<file path="src/hw/rtl/spq_pkg.sv">
// Shared types and codes for the sorted priority queue.
`timescale 1ns / 1ps

package spq_pkg;

   // Request action codes
   typedef enum logic {
      ACT_INSERT = 1'b0,
      ACT_REMOVE = 1'b1
   } action_type;

   // Response status codes
   typedef enum logic [1:0] {
      ST_OK        = 2'd0,
      ST_OVERFLOW  = 2'd1,
      ST_UNDERFLOW = 2'd2
   } status_type;

   // Per-cell control broadcast from the top level
   typedef struct packed {
      logic ins;   // insert accepted this cycle
      logic rem;   // remove accepted this cycle
      logic occ;   // cell currently holds a live entry
      logic tail;  // cell is the first free slot
   } cell_ctl_type;

endpackage

</file>
<file path="src/hw/rtl/spq_cell.sv">
// One slot of the sorted cell chain: holds a (key, node) entry and shifts with neighbors.
`timescale 1ns / 1ps

module spq_cell
   import spq_pkg::*;
#(
   parameter int KEY_BITS  = 32,
   parameter int NODE_BITS = 16
) (
   input  logic                 clock,
   input  cell_ctl_type         ctl,
   input  logic                 left_gt,
   input  logic [KEY_BITS-1:0]  left_key,
   input  logic [NODE_BITS-1:0] left_node,
   input  logic [KEY_BITS-1:0]  right_key,
   input  logic [NODE_BITS-1:0] right_node,
   input  logic [KEY_BITS-1:0]  new_key,
   input  logic [NODE_BITS-1:0] new_node,
   output logic                 gt,
   output logic [KEY_BITS-1:0]  key,
   output logic [NODE_BITS-1:0] node
);

   logic [KEY_BITS-1:0]  key_ff, key_in;
   logic [NODE_BITS-1:0] node_ff, node_in;

   // live entry strictly greater than the incoming key: it moves back one slot
   assign gt = ctl.occ && (key_ff > new_key);

   always_comb begin
      key_in  = key_ff;
      node_in = node_ff;
      if (ctl.ins) begin
         if (left_gt) begin
            key_in  = left_key;
            node_in = left_node;
         end else if (gt || ctl.tail) begin
            key_in  = new_key;
            node_in = new_node;
         end
      end else if (ctl.rem) begin
         key_in  = right_key;
         node_in = right_node;
      end
   end

   always_ff @(posedge clock) begin
      key_ff  <= key_in;
      node_ff <= node_in;
   end

   assign key  = key_ff;
   assign node = node_ff;

endmodule

</file>
<file path="config.mk">
export PLATFORM = sky130hd
export DESIGN_NAME = spq_cell
export DESIGN_NICKNAME = d
export VERILOG_FILES = /design/src/hw/rtl/spq_pkg.sv /design/src/hw/rtl/spq_cell.sv
export SDC_FILE = /design/constraint.sdc
export NUM_CORES = 1
export LEC_CHECK = 0
export BUFFER_PORTS_ARGS = -buffer_cell sky130_fd_sc_hd__clkbuf_2
export CORE_UTILIZATION = 40
export DETAILED_ROUTE_END_ITERATION = 12
export GPL_TIMING_DRIVEN = 0
export PLACE_DENSITY = 0.78
export SYNTH_ARGS = -nofsm -noshare
export SYNTH_HDL_FRONTEND = slang
export SYNTH_SLANG_ARGS = --single-unit
</file>
<file path="constraint.sdc">
create_clock -name clock -period 4.65 [get_ports clock]
set_input_delay 0.93 -clock clock [delete_from_list [all_inputs] [get_ports clock]]
set_output_delay 0.93 -clock clock [all_outputs]
set_load 0.02 [all_outputs]
</file>
==> run summary, run 1 <==
Across the run, the number of max-cap violations was 0. The mapped cell area is approximately 3300 um2. The number of instances in the synthesized netlist came out at about 330.

The number of nets still failing antenna checks after routing is 0. The chip height is 92.8 um. After floorplanning, the core was divided into 32 placement rows. The share of power burned in the clock network came out at 0.209.

The vias after detailed routing is approximately 3200. The hold-critical path depth came out at 3. The endpoint of the worst register-to-register path is node[14]$_DFFE_PP_. The number of buffers created by CTS came out at 5. The Yosys step of the flow raised 0 warnings. The maximum fanout encountered on the critical timing path is 3. The share of total power dissipated in sequential elements is 0.473. The launching point of the worst reg2reg path is key[1]$_DFFE_PP_. On the final layout, the worst clock skew is 0.0107 ns. For this design the static power due to leakage is 2.35 nW. The post-CTS setup repair buffer count came out at 0. The worst hold path begins at right_key[4]. The worst setup path is launched from an input pin. The worst-case register-to-register setup slack is about 1.6 ns. After filler insertion, the fill cell instance count of the layout stands at roughly 720. The via count of the first global-routing pass came out at roughly 3100. The final worst-path setup slack is approximately 0.9 ns. The worst reg2reg path depth is 7. Averaged over all synthesized cells, the footprint is roughly 10 um2. For the worst-skew pair, the clock arrives at the later sink with an insertion delay of 0.30 ns.

Detailed placement finished with a half-perimeter wire length of around 7400 um. The worst pin sits at a relative slew slack of 0.484. The fraction of final layout cells with drive strength greater than 1 came out at 0.409. The first TritonRoute pass finished after 4 iterations.

The switching part of the total is 0.323. The net count of the finished layout is just over 700. The final cell area excluding filler cells is between 4000 and 5000 um2. The H-tree generated during clock tree synthesis spans 2 levels. The total nets after synthesis is between 500 and 600.

For this configuration, the core starts out at a cell density of 0.420. The combinational cell fraction of total power is 0.318. The min-delay analysis places its worst path in the category in -> reg. The region available for standard cell placement spans a little under 8000 um2. The time the worst path needs with I/O delays and setup came out at 3.77 ns. The number of antenna violations at the first check in global routing came out at 0.

The worst-case hold path end point is key[4]$_DFFE_PP_. For this design, the sink count on the clock tree is 48. For this run the aggregate overflow at the end of global routing stands at 0. The synthesized netlist contains 31 unique library cells.

The power density over the cells came out at between 200 and 300 nW/um2. The pin slew with the least headroom to its limit is between 0.7 and 0.8 ns. The number of pins with negative max-slew slack in the final report came out at 0. The analysis attributes to net switching a power of about 0.38 mW. The data required time of the worst path came out at between 3 and 4 ns. The highest achievable clock rate came out at roughly 0.27 GHz. Gates resized during post-CTS repair numbered 0.

The number of buffers inserted by port buffering is approximately 200. For this run, the register share of the synthesized area comes to 0.437. The overall die area is 8610 um2. TritonCTS built the clock tree. 0 antenna diodes ended up in the layout. The maximum clock path buffer count is 2.

In this run, synthesis produced a sequential element count of 48. The top-level port count came out at around 200. The number of endpoints with negative hold slack in the final report came out at 0.

The area share of the largest cell type after synthesis came out at 0.437. The cell internal power dissipation is about 0.79 mW. The aggregate global-route resource usage came out at 0.212. The tree is rooted in a sky130_fd_sc_hd__clkbuf_8. The placer's final routability congestion estimate came out at just under 0.8. The DRC violation count after routing came out at 0.

Once placement finished, the instance area stood at 4440 um2. The die width came out at roughly 93 um. The start point of the critical path is new_key[7]. The total of hold buffers inserted after clock tree synthesis is 0. The worst setup path is captured at an output pin. The post-route core utilization is 0.576. The per-cell routed wire length is 14.4 um.

The critical path is of the in -> out type. Of the available clock period, the critical path in the final layout requires 0.810. The data arrival time of the critical path came out at around 2.8 ns.

After the first detailed-routing iteration, the DRC count stood at 69. In the routed layout, each cell is associated on average with a via count of around 5. Yosys attributes the largest share of cell area to sky130_fd_sc_hd__edfxtp_1 44%, sky130_fd_sc_hd__mux2i_1 15%, sky130_fd_sc_hd__ha_1 12%. Relative to the synthesized area, the layout overhead comes to 37.1%. The maximum number of pins on one net before global-route repair is 29. The run finished with clean final reports. Prior to clock tree synthesis, the placed netlist has a worst setup slack of roughly 0.89 ns. Setup repair after global routing left no endpoint under its margin. The biggest area contributor in the post-synthesis netlist is sky130_fd_sc_hd__edfxtp_1. The count of endpoints failing setup in the final report is 0. The wire length after detailed routing is 9090 um.

The worst supply voltage drop on vdd is approximately 0.11 mV. The global-route wire length before repair is between 10000 and 15000 um. The clock-pin transition on the worst setup and hold timing paths is ~0.09 ns.
[cells in the mapped netlist]
cell / number
sky130_fd_sc_hd__nor2b_1: 1
sky130_fd_sc_hd__a21boi_1: 1
sky130_fd_sc_hd__ha_1: 32
sky130_fd_sc_hd__o31ai_1: 1
sky130_fd_sc_hd__o22ai_2: 1
sky130_fd_sc_hd__o31a_1: 1
sky130_fd_sc_hd__a21oi_1: 61
sky130_fd_sc_hd__nand4_2: 2
sky130_fd_sc_hd__a211oi_1: 1
sky130_fd_sc_hd__o211ai_1: 1
sky130_fd_sc_hd__mux2i_1: 48
sky130_fd_sc_hd__o21ai_0: 1
sky130_fd_sc_hd__or4_1: 1
sky130_fd_sc_hd__o21ai_1: 1
sky130_fd_sc_hd__nand4_1: 5
sky130_fd_sc_hd__nor4_1: 1
sky130_fd_sc_hd__edfxtp_1: 48
sky130_fd_sc_hd__buf_6: 1
sky130_fd_sc_hd__nand3_1: 5
sky130_fd_sc_hd__buf_4: 1
sky130_fd_sc_hd__nor3_1: 2
sky130_fd_sc_hd__clkbuf_1: 10
sky130_fd_sc_hd__nand2_1: 5
sky130_fd_sc_hd__buf_2: 5
sky130_fd_sc_hd__a2111oi_0: 1
sky130_fd_sc_hd__nor2_1: 51
sky130_fd_sc_hd__nand4_4: 1
sky130_fd_sc_hd__inv_1: 32
sky130_fd_sc_hd__a221o_1: 2
sky130_fd_sc_hd__or3_4: 1
sky130_fd_sc_hd__a21o_1: 3
[routing by layer]
| layer | global-route usage | share of wire | up-vias |
|---|---|---|---|
| met5 | 0 | 0 | - |
| met4 | 0.0526 | 0.0089 | 0 |
| met3 | 0.0443 | 0.065 | 8 |
| met2 | 0.396 | 0.52 | 131 |
| met1 | 0.244 | 0.41 | 1436 |
| li1 | - | - | 1589 |
[layout make-up]
type / instances / area (um2) / area share
clock buffer: 5 / 68.8 / 0.0152
inverter: 32 / 120 / 0.0266
clock inverter: 2 / 12.5 / 0.00277
timing repair buffer: 197 / 1000 / 0.222
multi-input combinational: 230 / 1660 / 0.368
buffer: 17 / 81.3 / 0.0180
tap: 102 / 128 / 0.0283
sequential: 48 / 1440 / 0.319
[worst max-delay path, cell delays in order]
cell and delay [ns]:
sky130_fd_sc_hd__clkbuf_2 0.09, sky130_fd_sc_hd__inv_1 0.04, sky130_fd_sc_hd__ha_1 0.32, sky130_fd_sc_hd__a21oi_1 0.17, sky130_fd_sc_hd__o21ai_1 0.13, sky130_fd_sc_hd__a221o_1 0.33, sky130_fd_sc_hd__o31ai_1 0.50, sky130_fd_sc_hd__a21boi_1 0.15
sky130_fd_sc_hd__clkbuf_2 0.18
[worst max-delay path by stage]
stage / end / slack, ns
after floorplan: key[0]$_DFFE_PP_ / 0.81
after global placement: node[13]$_DFFE_PP_ / -0.17
after detailed placement: gt / 0.89
after CTS: gt / 0.89
after global routing: gt / 0.73
final: gt / 0.88
[registers in the layout, summed over array words and instances (netlist names)]
signal and cells:
node 16, key 32
[kinds of logic after synthesis]
group / synth area share
AO/OA/AOI/OAI: 0.127
adder cells (fa/ha/maj): 0.121
buffers and inverters: 0.0611
flip-flops: 0.437
multiplexers: 0.146
AND/OR/NAND/NOR: 0.107
[through the flow]
step	std cells	hold WS, ns	power (mW)	setup TNS, ns
detailed placement	626	1.25	0.939	0
finish	633	0.943	1.17	0
global route	633	0.942	1.24	0
CTS	633	0.929	1.19	0
floorplan	327	1.16	0.783	0
global placement	625	1.25	0.925	-7.86
[power groups by stage]
stage	logic [mW]	registers (mW)	clock network, mW
final	0.373	0.555	0.245
after CTS	0.378	0.556	0.256
after global placement	0.359	0.566	0
after floorplan	0.163	0.620	0
after global routing	0.414	0.561	0.267
after detailed placement	0.374	0.566	0
[placed cells by master, fill, tap and decap left out, drive strengths merged]
| master | n |
|---|---|
| a21oi | 61 |
| mux2i | 48 |
| ha | 32 |
| nor3 | 2 |
| clkinvlp | 1 |
| o21ai | 2 |
| nand2 | 5 |
| a221o | 2 |
| a2111oi | 1 |
| nor2 | 51 |
| o31ai | 1 |
| nor4 | 1 |
| o22ai | 1 |
| nand4 | 8 |
| buf | 8 |
| o211ai | 1 |
| o31a | 1 |
| a21boi | 1 |
| a21o | 3 |
| inv | 32 |
| or3 | 1 |
| nand3 | 5 |
| a211oi | 1 |
| or4 | 1 |
| clkbuf | 211 |
| nor2b | 1 |
| edfxtp | 48 |
| clkinv | 1 |
(Power assumes the default switching activity.)
==> run 2: changes to the inputs <==
--- a/config.mk
+++ b/config.mk
@@ -6,10 +6,10 @@
 export NUM_CORES = 1
 export LEC_CHECK = 0
 export BUFFER_PORTS_ARGS = -buffer_cell sky130_fd_sc_hd__clkbuf_2
-export CORE_UTILIZATION = 40
+export CORE_UTILIZATION = 44
 export DETAILED_ROUTE_END_ITERATION = 12
 export GPL_TIMING_DRIVEN = 0
-export PLACE_DENSITY = 0.78
+export PLACE_DENSITY = 0.81
 export SYNTH_ARGS = -nofsm -noshare
 export SYNTH_HDL_FRONTEND = slang
 export SYNTH_SLANG_ARGS = --single-unit
==> constraint.sdc (replaced) <==
create_clock -name clock -period 3.8 [get_ports clock]
set_input_delay 0.76 -clock clock [delete_from_list [all_inputs] [get_ports clock]]
set_output_delay 0.76 -clock clock [all_outputs]
set_load 0.02 [all_outputs]
==> run 2 against run 1 <==
- worst hold slack worse by 0.16 ns
- non-clock buffer count unchanged
- highest routed layer unchanged
- critical endpoint unchanged
- global-route usage up 1.5 points
- critical path type unchanged
- via count up 0.16%
==> run summary, run 2 (synthesis gave the netlist of run 1 again) <==
The flow ran to the end, and the final reports show no timing, DRC or antenna violations. The time the worst path needs with I/O delays and setup came out at 3.36 ns. The met1 demand-to-capacity share in global routing came to 0.249 (+0.00550). The global-route wire length before repair came out at 13500 um (-5.5%).

The area of all sequential standard cells came out at 1440 um2 (unchanged). The wire length after detailed routing is 9060 um (-0.37%). The met3 layer usage reported by global route came to 0.0466 (+0.00231). The maximum fanout encountered on the critical timing path came out at 3 (unchanged).

The maximum clock path buffer count came out at 2 (unchanged). The area growth from synthesis to layout came out at 36.8%. The vias after detailed routing is 3169 (+0.16%). The fill cell instance count of the final layout came out at 651 (-9.5%). The area occupied by multi-input gates is 1660 um2 (unchanged). The CTS sink count is 48 (unchanged).

After global routing, the most crowded layer is met2. The core area came out at 7250 um2 (-7.6%). The length of the first detailed-routing pass in iterations came out at 4 (unchanged). The maximum number of pins on one net before global-route repair came out at 27 (-6.9%). The data arrival time of the critical path is 2.60 ns (-0.24 ns). The number of violations of the max-capacitance limit is 0 (unchanged). The proportion of power drawn by flip-flops and latches was 0.476 (+0.003). The worst setup path is captured at an output pin. The post-detailed-route via-to-cell ratio came out at 5.03 (+0.63%). The number of buffers created by CTS was 5 (unchanged). The static leakage came to 2.35 nW (about the same). Setup repair after global routing left no endpoint under its margin. The combinational cell fraction of total power came out at 0.318 (about the same). The post-CTS setup repair buffer count came to 0 (unchanged). The worst reg2reg path depth came to 7 (unchanged). The fraction of final layout cells with drive strength greater than 1 came out at 0.407 (-0.00188). The starting density of the core is 0.454 (+0.0344). The total of hold buffers inserted after clock tree synthesis came out at 0 (unchanged).

The final hold slack was 0.780 ns (-0.163 ns). In this run the clock root is driven by a sky130_fd_sc_hd__clkbuf_8. The number of antenna cells inserted came out at 0 (unchanged). The flip-flop count of the largest register, all copies and words added was 32 (unchanged).

The number of pins with negative max-slew slack in the final report came out at 0 (unchanged). In the layout the commonest cells are 196 x sky130_fd_sc_hd__clkbuf_2, 60 x sky130_fd_sc_hd__a21oi_1, 51 x sky130_fd_sc_hd__nor2_1. The count of endpoints failing setup in the final report came out at 0 (unchanged). The number of antenna violations at the first check in global routing is 0 (unchanged). The violation count after the first detailed-route iteration came out at 95 (+38%). The most critical setup path has its endpoint at gt. The final net count is 713 (unchanged). The startpoint identified for the worst register-to-register timing path is key[1]$_DFFE_PP_. The pin slew with the least headroom to its limit came to 0.824 ns (+0.0512 ns).

The overall die area is 7840 um2 (-8.9%). The HPWL after detailed placement is 7420 um (+0.47%). The cell internal power dissipation was 0.972 mW (+22%). The total congestion overflow is 0 (unchanged). The power density over the cells came out at 317 nW/um2 (+22%).

The number of buffers inserted by port buffering is 196 (unchanged). The worst supply voltage drop on vdd came to 0.217 mV (+97%). The final critical-path share of the clock period came out at 0.885. The clock-pin transition on the worst setup and hold timing paths came to 0.09 ns (about the same).

The die width came out at 88.5 um (-4.6%). The top-level port count is 199 (unchanged). The chip height is 88.5 um (-4.6%). The most critical setup path has its startpoint at new_key[7]. The H-tree depth was 2 (unchanged). Leaving out fill and tap cells, the most frequent cell in the layout is sky130_fd_sc_hd__clkbuf_2.

The highest achievable clock rate came out at ~0.30 GHz. The number of nets still failing antenna checks after routing came out at 0 (unchanged). The largest clock skew in the final design is 0.00767 ns (-0.00301 ns). TritonCTS built the clock tree.

The per-cell routed wire length came out at 14.4 um (+0.10%). The site row count was 31 (-3.1%). The source-to-sink clock delay at the later pin of the worst-skew pair came out at 0.30 ns (about the same). The DRC violation count after routing was 0 (unchanged). The final total negative setup slack came out at 0 ns (unchanged). The fraction of met2 tracks used by global routing is 0.439 (+0.0427). In this run the critical register-to-register path is captured at key[10]$_DFFE_PP_. The number of gates resized after CTS was 0 (unchanged).

The critical path in this run is classified as in -> out. The worst slew margin relative to its limit came out at 0.449 (-0.0342). The power spent charging and discharging nets is 0.456 mW (+20%). The via count of the first global-routing pass came out at 3063 (-2.5%).

The switching part of the total came out at 0.319 (-0.00407). The data required time of the worst path is 3.04 ns (-0.68 ns). The worst-case register-to-register setup slack is 0.85 ns (-0.73 ns). The kind of start point of the critical path is an input pin.

The aggregate global-route resource usage was 0.228 (+0.0155). The share of power burned in the clock network was 0.206 (-0.003). The number of endpoints with negative hold slack in the final report is 0 (unchanged).

The placer's final routability congestion estimate came to 0.776 (-2.4%). The class of the most critical hold timing path is in -> reg.
## run 2: cell types whose count changed in the layout (fill, tap and decap cells not counted), sizes merged
cell	change
clkbuf	+1
clkinvlp	-1
## run 2: worst max-delay path, cell delays in order
cell and delay, ns:
sky130_fd_sc_hd__clkbuf_2 0.09, sky130_fd_sc_hd__inv_1 0.04, sky130_fd_sc_hd__ha_1 0.31, sky130_fd_sc_hd__a21oi_1 0.15
sky130_fd_sc_hd__o21ai_1 0.13, sky130_fd_sc_hd__a221o_1 0.33, sky130_fd_sc_hd__o31ai_1 0.47, sky130_fd_sc_hd__a21boi_1 0.14
sky130_fd_sc_hd__clkbuf_2 0.18
## run 2: final cells by class
class / instances / share of cell area
buffer: 17 / 0.0180
clock buffer: 6 / 0.0161
clock inverter: 1 / 0.00111
inverter: 32 / 0.0266
multi-input combinational: 230 / 0.369
sequential: 48 / 0.320
tap: 99 / 0.0275
timing repair buffer: 197 / 0.222
## run 2: worst min-delay path by stage
stage                     slack [ns]                  to  cells past startpoint            from
after floorplan                 0.99   key[30]$_DFFE_PP_                      2   right_key[30]
after global placement          1.08   key[20]$_DFFE_PP_                      3   right_key[20]
after detailed placement        1.09  node[15]$_DFFE_PP_                      3  right_node[15]
after CTS                       0.77   key[25]$_DFFE_PP_                      3   right_key[25]
after global routing            0.78   key[14]$_DFFE_PP_                      3   right_key[14]
final                           0.78   key[25]$_DFFE_PP_                      3   right_key[25]
## run 2: power by group through the flow
| stage | Combinational, mW | Clock, mW | Sequential [mW] |
|---|---|---|---|
| after detailed placement | 0.457 | 0 | 0.692 |
| after floorplan | 0.199 | 0 | 0.759 |
| after global placement | 0.438 | 0 | 0.691 |
| after global routing | 0.501 | 0.326 | 0.686 |
| final | 0.455 | 0.294 | 0.679 |
| after CTS | 0.459 | 0.303 | 0.680 |
## run 2: stage by stage
stage | instance area [um2] | cells | power [mW] | util | setup WS (ns)
4_1_cts | 4510 | 630 | 1.44 | 0.622 | 0.455
2_1_floorplan | 3300 | 327 | 0.958 | - | 0.126
3_5_place_dp | 4430 | 623 | 1.15 | 0.611 | 0.334
6_report | 4510 | 630 | 1.43 | 0.622 | 0.437
5_1_grt | 4510 | 630 | 1.51 | 0.622 | 0.324
3_3_place_gp | 4400 | 622 | 1.13 | 0.607 | -0.773
## run 2: per-layer routing
layer / share of wire / vias to the layer above / wire (um)
met1: 0.41 / 1436 / 3700
met5: 0 / - / 0
li1: - / 1590 / -
met2: 0.52 / 134 / 4690
met3: 0.062 / 9 / 562
met4: 0.012 / 0 / 106
==> run 3: changes to the inputs <==
--- a/config.mk
+++ b/config.mk
@@ -9,7 +9,7 @@
 export CORE_UTILIZATION = 44
 export DETAILED_ROUTE_END_ITERATION = 12
 export GPL_TIMING_DRIVEN = 0
-export PLACE_DENSITY = 0.81
+export PLACE_DENSITY = 0.85
 export SYNTH_ARGS = -nofsm -noshare
 export SYNTH_HDL_FRONTEND = slang
 export SYNTH_SLANG_ARGS = --single-unit
==> run 3 against run 2 <==
- sequential power is essentially flat
- routed wire length decreased by 0.38%
- non-clock buffer count unchanged
- maximum frequency up 0.50%
- worst hold slack got worse by 0.0060 ns
- combinational power is essentially flat
- utilization rose by 0.052 points
- critical path depth unchanged
- via count is 1.0% higher
- cell count unchanged
- clock-buffer cell count fell by 1
- largest cell class unchanged
==> run summary, run 3 (synthesis gave the netlist of run 1 again) <==
The flow ran to the end, and the final reports show no timing, DRC or antenna violations. The top-level port count came to 199 (unchanged). Setup repair after global routing left no endpoint under its margin. The worst supply voltage drop on vdd is 0.164 mV (-25%).

The static leakage came out at 2.35 nW (about the same). The aggregate global-route resource usage came out at 0.229 (+0.00138). The maximum clock path buffer count is 2 (unchanged). The number of buffers created by CTS came out at 5 (unchanged). The number of gates resized after CTS came out at 0 (unchanged). The number of antenna violations at the first check in global routing is 0 (unchanged). The final net count is 713 (unchanged). The CTS sink count is 48 (unchanged). The global-route wire length before repair is 13700 um (+1.1%). The fraction of final layout cells with drive strength greater than 1 was 0.407 (unchanged). The worst-case register-to-register setup slack is 0.82 ns (-0.03 ns). The proportion of power drawn by flip-flops and latches is 0.474 (-0.002). The die width was 88.5 um (unchanged). The H-tree depth is 2 (unchanged).

The post-route core utilization came out at 0.622 (about the same). The start point of the critical path is new_key[14]. The fraction of met2 tracks used by global routing is 0.427 (-0.0126). The startpoint identified for the worst hold timing path is right_node[9]. Following the worst setup path forward leads to its endpoint at gt. The length of the first detailed-routing pass in iterations is 7 (+3). The largest clock skew in the final design is 0.00773 ns (+0.0000596 ns).

The DRC violation count after routing was 0 (unchanged). The per-cell routed wire length came to 14.3 um (-0.38%). The overall die area is 7840 um2 (unchanged). The combinational cell fraction of total power came out at 0.318 (about the same). The tightest min-delay check is of the in -> reg type.

The global routing stage identified its most utilized layer as met2. The starting density of the core came out at 0.454 (unchanged). The launching point of the worst reg2reg path is key[14]$_DFFE_PP_.

The number of violations of the max-capacitance limit came to 0 (unchanged). The final cell area excluding filler cells came out at 4510 um2 (about the same). The post-CTS setup repair buffer count came to 0 (unchanged). The vias after detailed routing is 3202 (+1.0%). The area growth from synthesis to layout is 36.9% (about the same). The maximum number of pins on one net before global-route repair is 27 (unchanged).

The source-to-sink clock delay at the later pin of the worst-skew pair is 0.30 ns (about the same). The met3 layer usage reported by global route is 0.0578 (+0.0112). The share of power burned in the clock network came to 0.208 (+0.002). The worst slew margin relative to its limit is 0.463 (+0.0140). The time the worst path needs with I/O delays and setup is 3.35 ns (-0.0169 ns). The total placed instance area came out at 4430 um2 (unchanged). The number of antenna cells inserted was 0 (unchanged). The clock-pin transition on the worst setup and hold timing paths is 0.09 ns (about the same). The core area is 7250 um2 (unchanged). The maximum fanout encountered on the critical timing path is 3 (unchanged). The via count of the first global-routing pass came out at 3165 (+3.3%).

The post-detailed-route via-to-cell ratio came to 5.08 (+1.0%). The count of endpoints failing setup in the final report came out at 0 (unchanged). The type of the worst setup path is in -> out. The number of endpoints with negative hold slack in the final report came out at 0 (unchanged). The placer's final routability congestion estimate is 0.782 (+0.83%). The number of pins with negative max-slew slack in the final report is 0 (unchanged). The chip height is 88.5 um (unchanged). The number of nets still failing antenna checks after routing is 0 (unchanged). The worst setup path is launched from an input pin. The site row count is 31 (unchanged). The HPWL after detailed placement is 7460 um (+0.45%).

The endpoint of the worst register-to-register path is key[2]$_DFFE_PP_. The total of hold buffers inserted after clock tree synthesis came out at 0 (unchanged). STA classifies the critical path endpoint as an output pin. The final critical-path share of the clock period came out at 0.880 (-0.00444). The tree is rooted in a sky130_fd_sc_hd__clkbuf_8.

The data required time of the worst path was 3.04 ns (about the same). The highest achievable clock rate came out at 0.299 GHz (+0.50%). The clock tree from TritonCTS is done. The met1 demand-to-capacity share in global routing came out at 0.252 (+0.00279). The fill cell instance count of the final layout is 631 (-3.1%). The pin slew with the least headroom to its limit is 0.803 ns (-0.0209 ns). Leaving out fill and tap cells, the most frequent cells in the layout are 196 x sky130_fd_sc_hd__clkbuf_2, 60 x sky130_fd_sc_hd__a21oi_1, 51 x sky130_fd_sc_hd__nor2_1. The violation count after the first detailed-route iteration came to 77 (-19%). The wire length after detailed routing is 9020 um (-0.38%). The power density over the cells came out at 317 nW/um2 (+0.23%).

The power spent charging and discharging nets came to 0.460 mW (+0.97%). The library cell used most frequently in the layout, excluding fill and tap cells, is sky130_fd_sc_hd__clkbuf_2. The number of buffers inserted by port buffering is 196 (unchanged). The worst reg2reg path depth is 6 (-1).

The switching part of the total is 0.321 (+0.00209). The flip-flop count of the largest register, all copies and words added is 32 (unchanged). The data arrival time of the critical path is 2.59 ns (about the same). The total congestion overflow was 0 (unchanged).

The cell internal power dissipation came out at 0.973 mW (about the same).
## run 3: cell types whose count changed in the layout (fill, tap and decap cells not counted), sizes merged
cell	change
clkbuf	-1
clkinv	+1
## run 3: power by group through the flow
stage,Combinational [mW],Sequential [mW],Clock [mW]
4_1_cts,0.460,0.680,0.305
6_report,0.455,0.680,0.298
3_5_place_dp,0.457,0.692,0
5_1_grt,0.504,0.685,0.326
3_3_place_gp,0.437,0.691,0
2_1_floorplan,0.199,0.759,0
## run 3: worst max-delay path, stage by stage
cell                       delay, ns
sky130_fd_sc_hd__clkbuf_2       0.09
sky130_fd_sc_hd__inv_1          0.04
sky130_fd_sc_hd__ha_1           0.33
sky130_fd_sc_hd__a21oi_1        0.17
sky130_fd_sc_hd__nand2_1        0.07
sky130_fd_sc_hd__a221o_1        0.34
sky130_fd_sc_hd__o31ai_1        0.48
sky130_fd_sc_hd__a21boi_1       0.13
sky130_fd_sc_hd__clkbuf_2       0.18
## run 3: area by class of cell
| class | count | area [um2] | share of cell area |
|---|---|---|---|
| multi-input combinational | 230 | 1660 | 0.369 |
| clock inverter | 2 | 12.5 | 0.00277 |
| clock buffer | 5 | 68.8 | 0.0152 |
| tap | 99 | 124 | 0.0274 |
| buffer | 17 | 81.3 | 0.0180 |
| sequential | 48 | 1440 | 0.319 |
| inverter | 32 | 120 | 0.0266 |
| timing repair buffer | 197 | 1000 | 0.222 |
## run 3: through the flow
stage / power, mW / hold slack [ns] / TNS [ns] / setup WS (ns) / std cells
6_report: 1.43 / 0.774 / 0 / 0.454 / 630
5_1_grt: 1.52 / 0.778 / 0 / 0.273 / 630
4_1_cts: 1.44 / 0.768 / 0 / 0.435 / 630
3_5_place_dp: 1.15 / 1.08 / 0 / 0.344 / 623
3_3_place_gp: 1.13 / 1.08 / -39.30 / -0.821 / 622
2_1_floorplan: 0.958 / 0.986 / 0 / 0.126 / 327
## run 3: metal layers
metal / wire [um] / share of wire / vias up
met5: 0 / 0 / -
met1: 3540 / 0.39 / 1451
li1: - / - / 1592
met4: 196 / 0.022 / 0
met3: 636 / 0.070 / 24
met2: 4660 / 0.52 / 135
## run 3: worst min-delay path by stage
stage / end / slack (ns) / depth (start not counted)
after floorplan: key[30]$_DFFE_PP_ / 0.99 / 2
after global placement: key[20]$_DFFE_PP_ / 1.08 / 3
after detailed placement: key[7]$_DFFE_PP_ / 1.08 / 3
after CTS: node[2]$_DFFE_PP_ / 0.77 / 3
after global routing: key[21]$_DFFE_PP_ / 0.78 / 3
final: node[9]$_DFFE_PP_ / 0.77 / 3
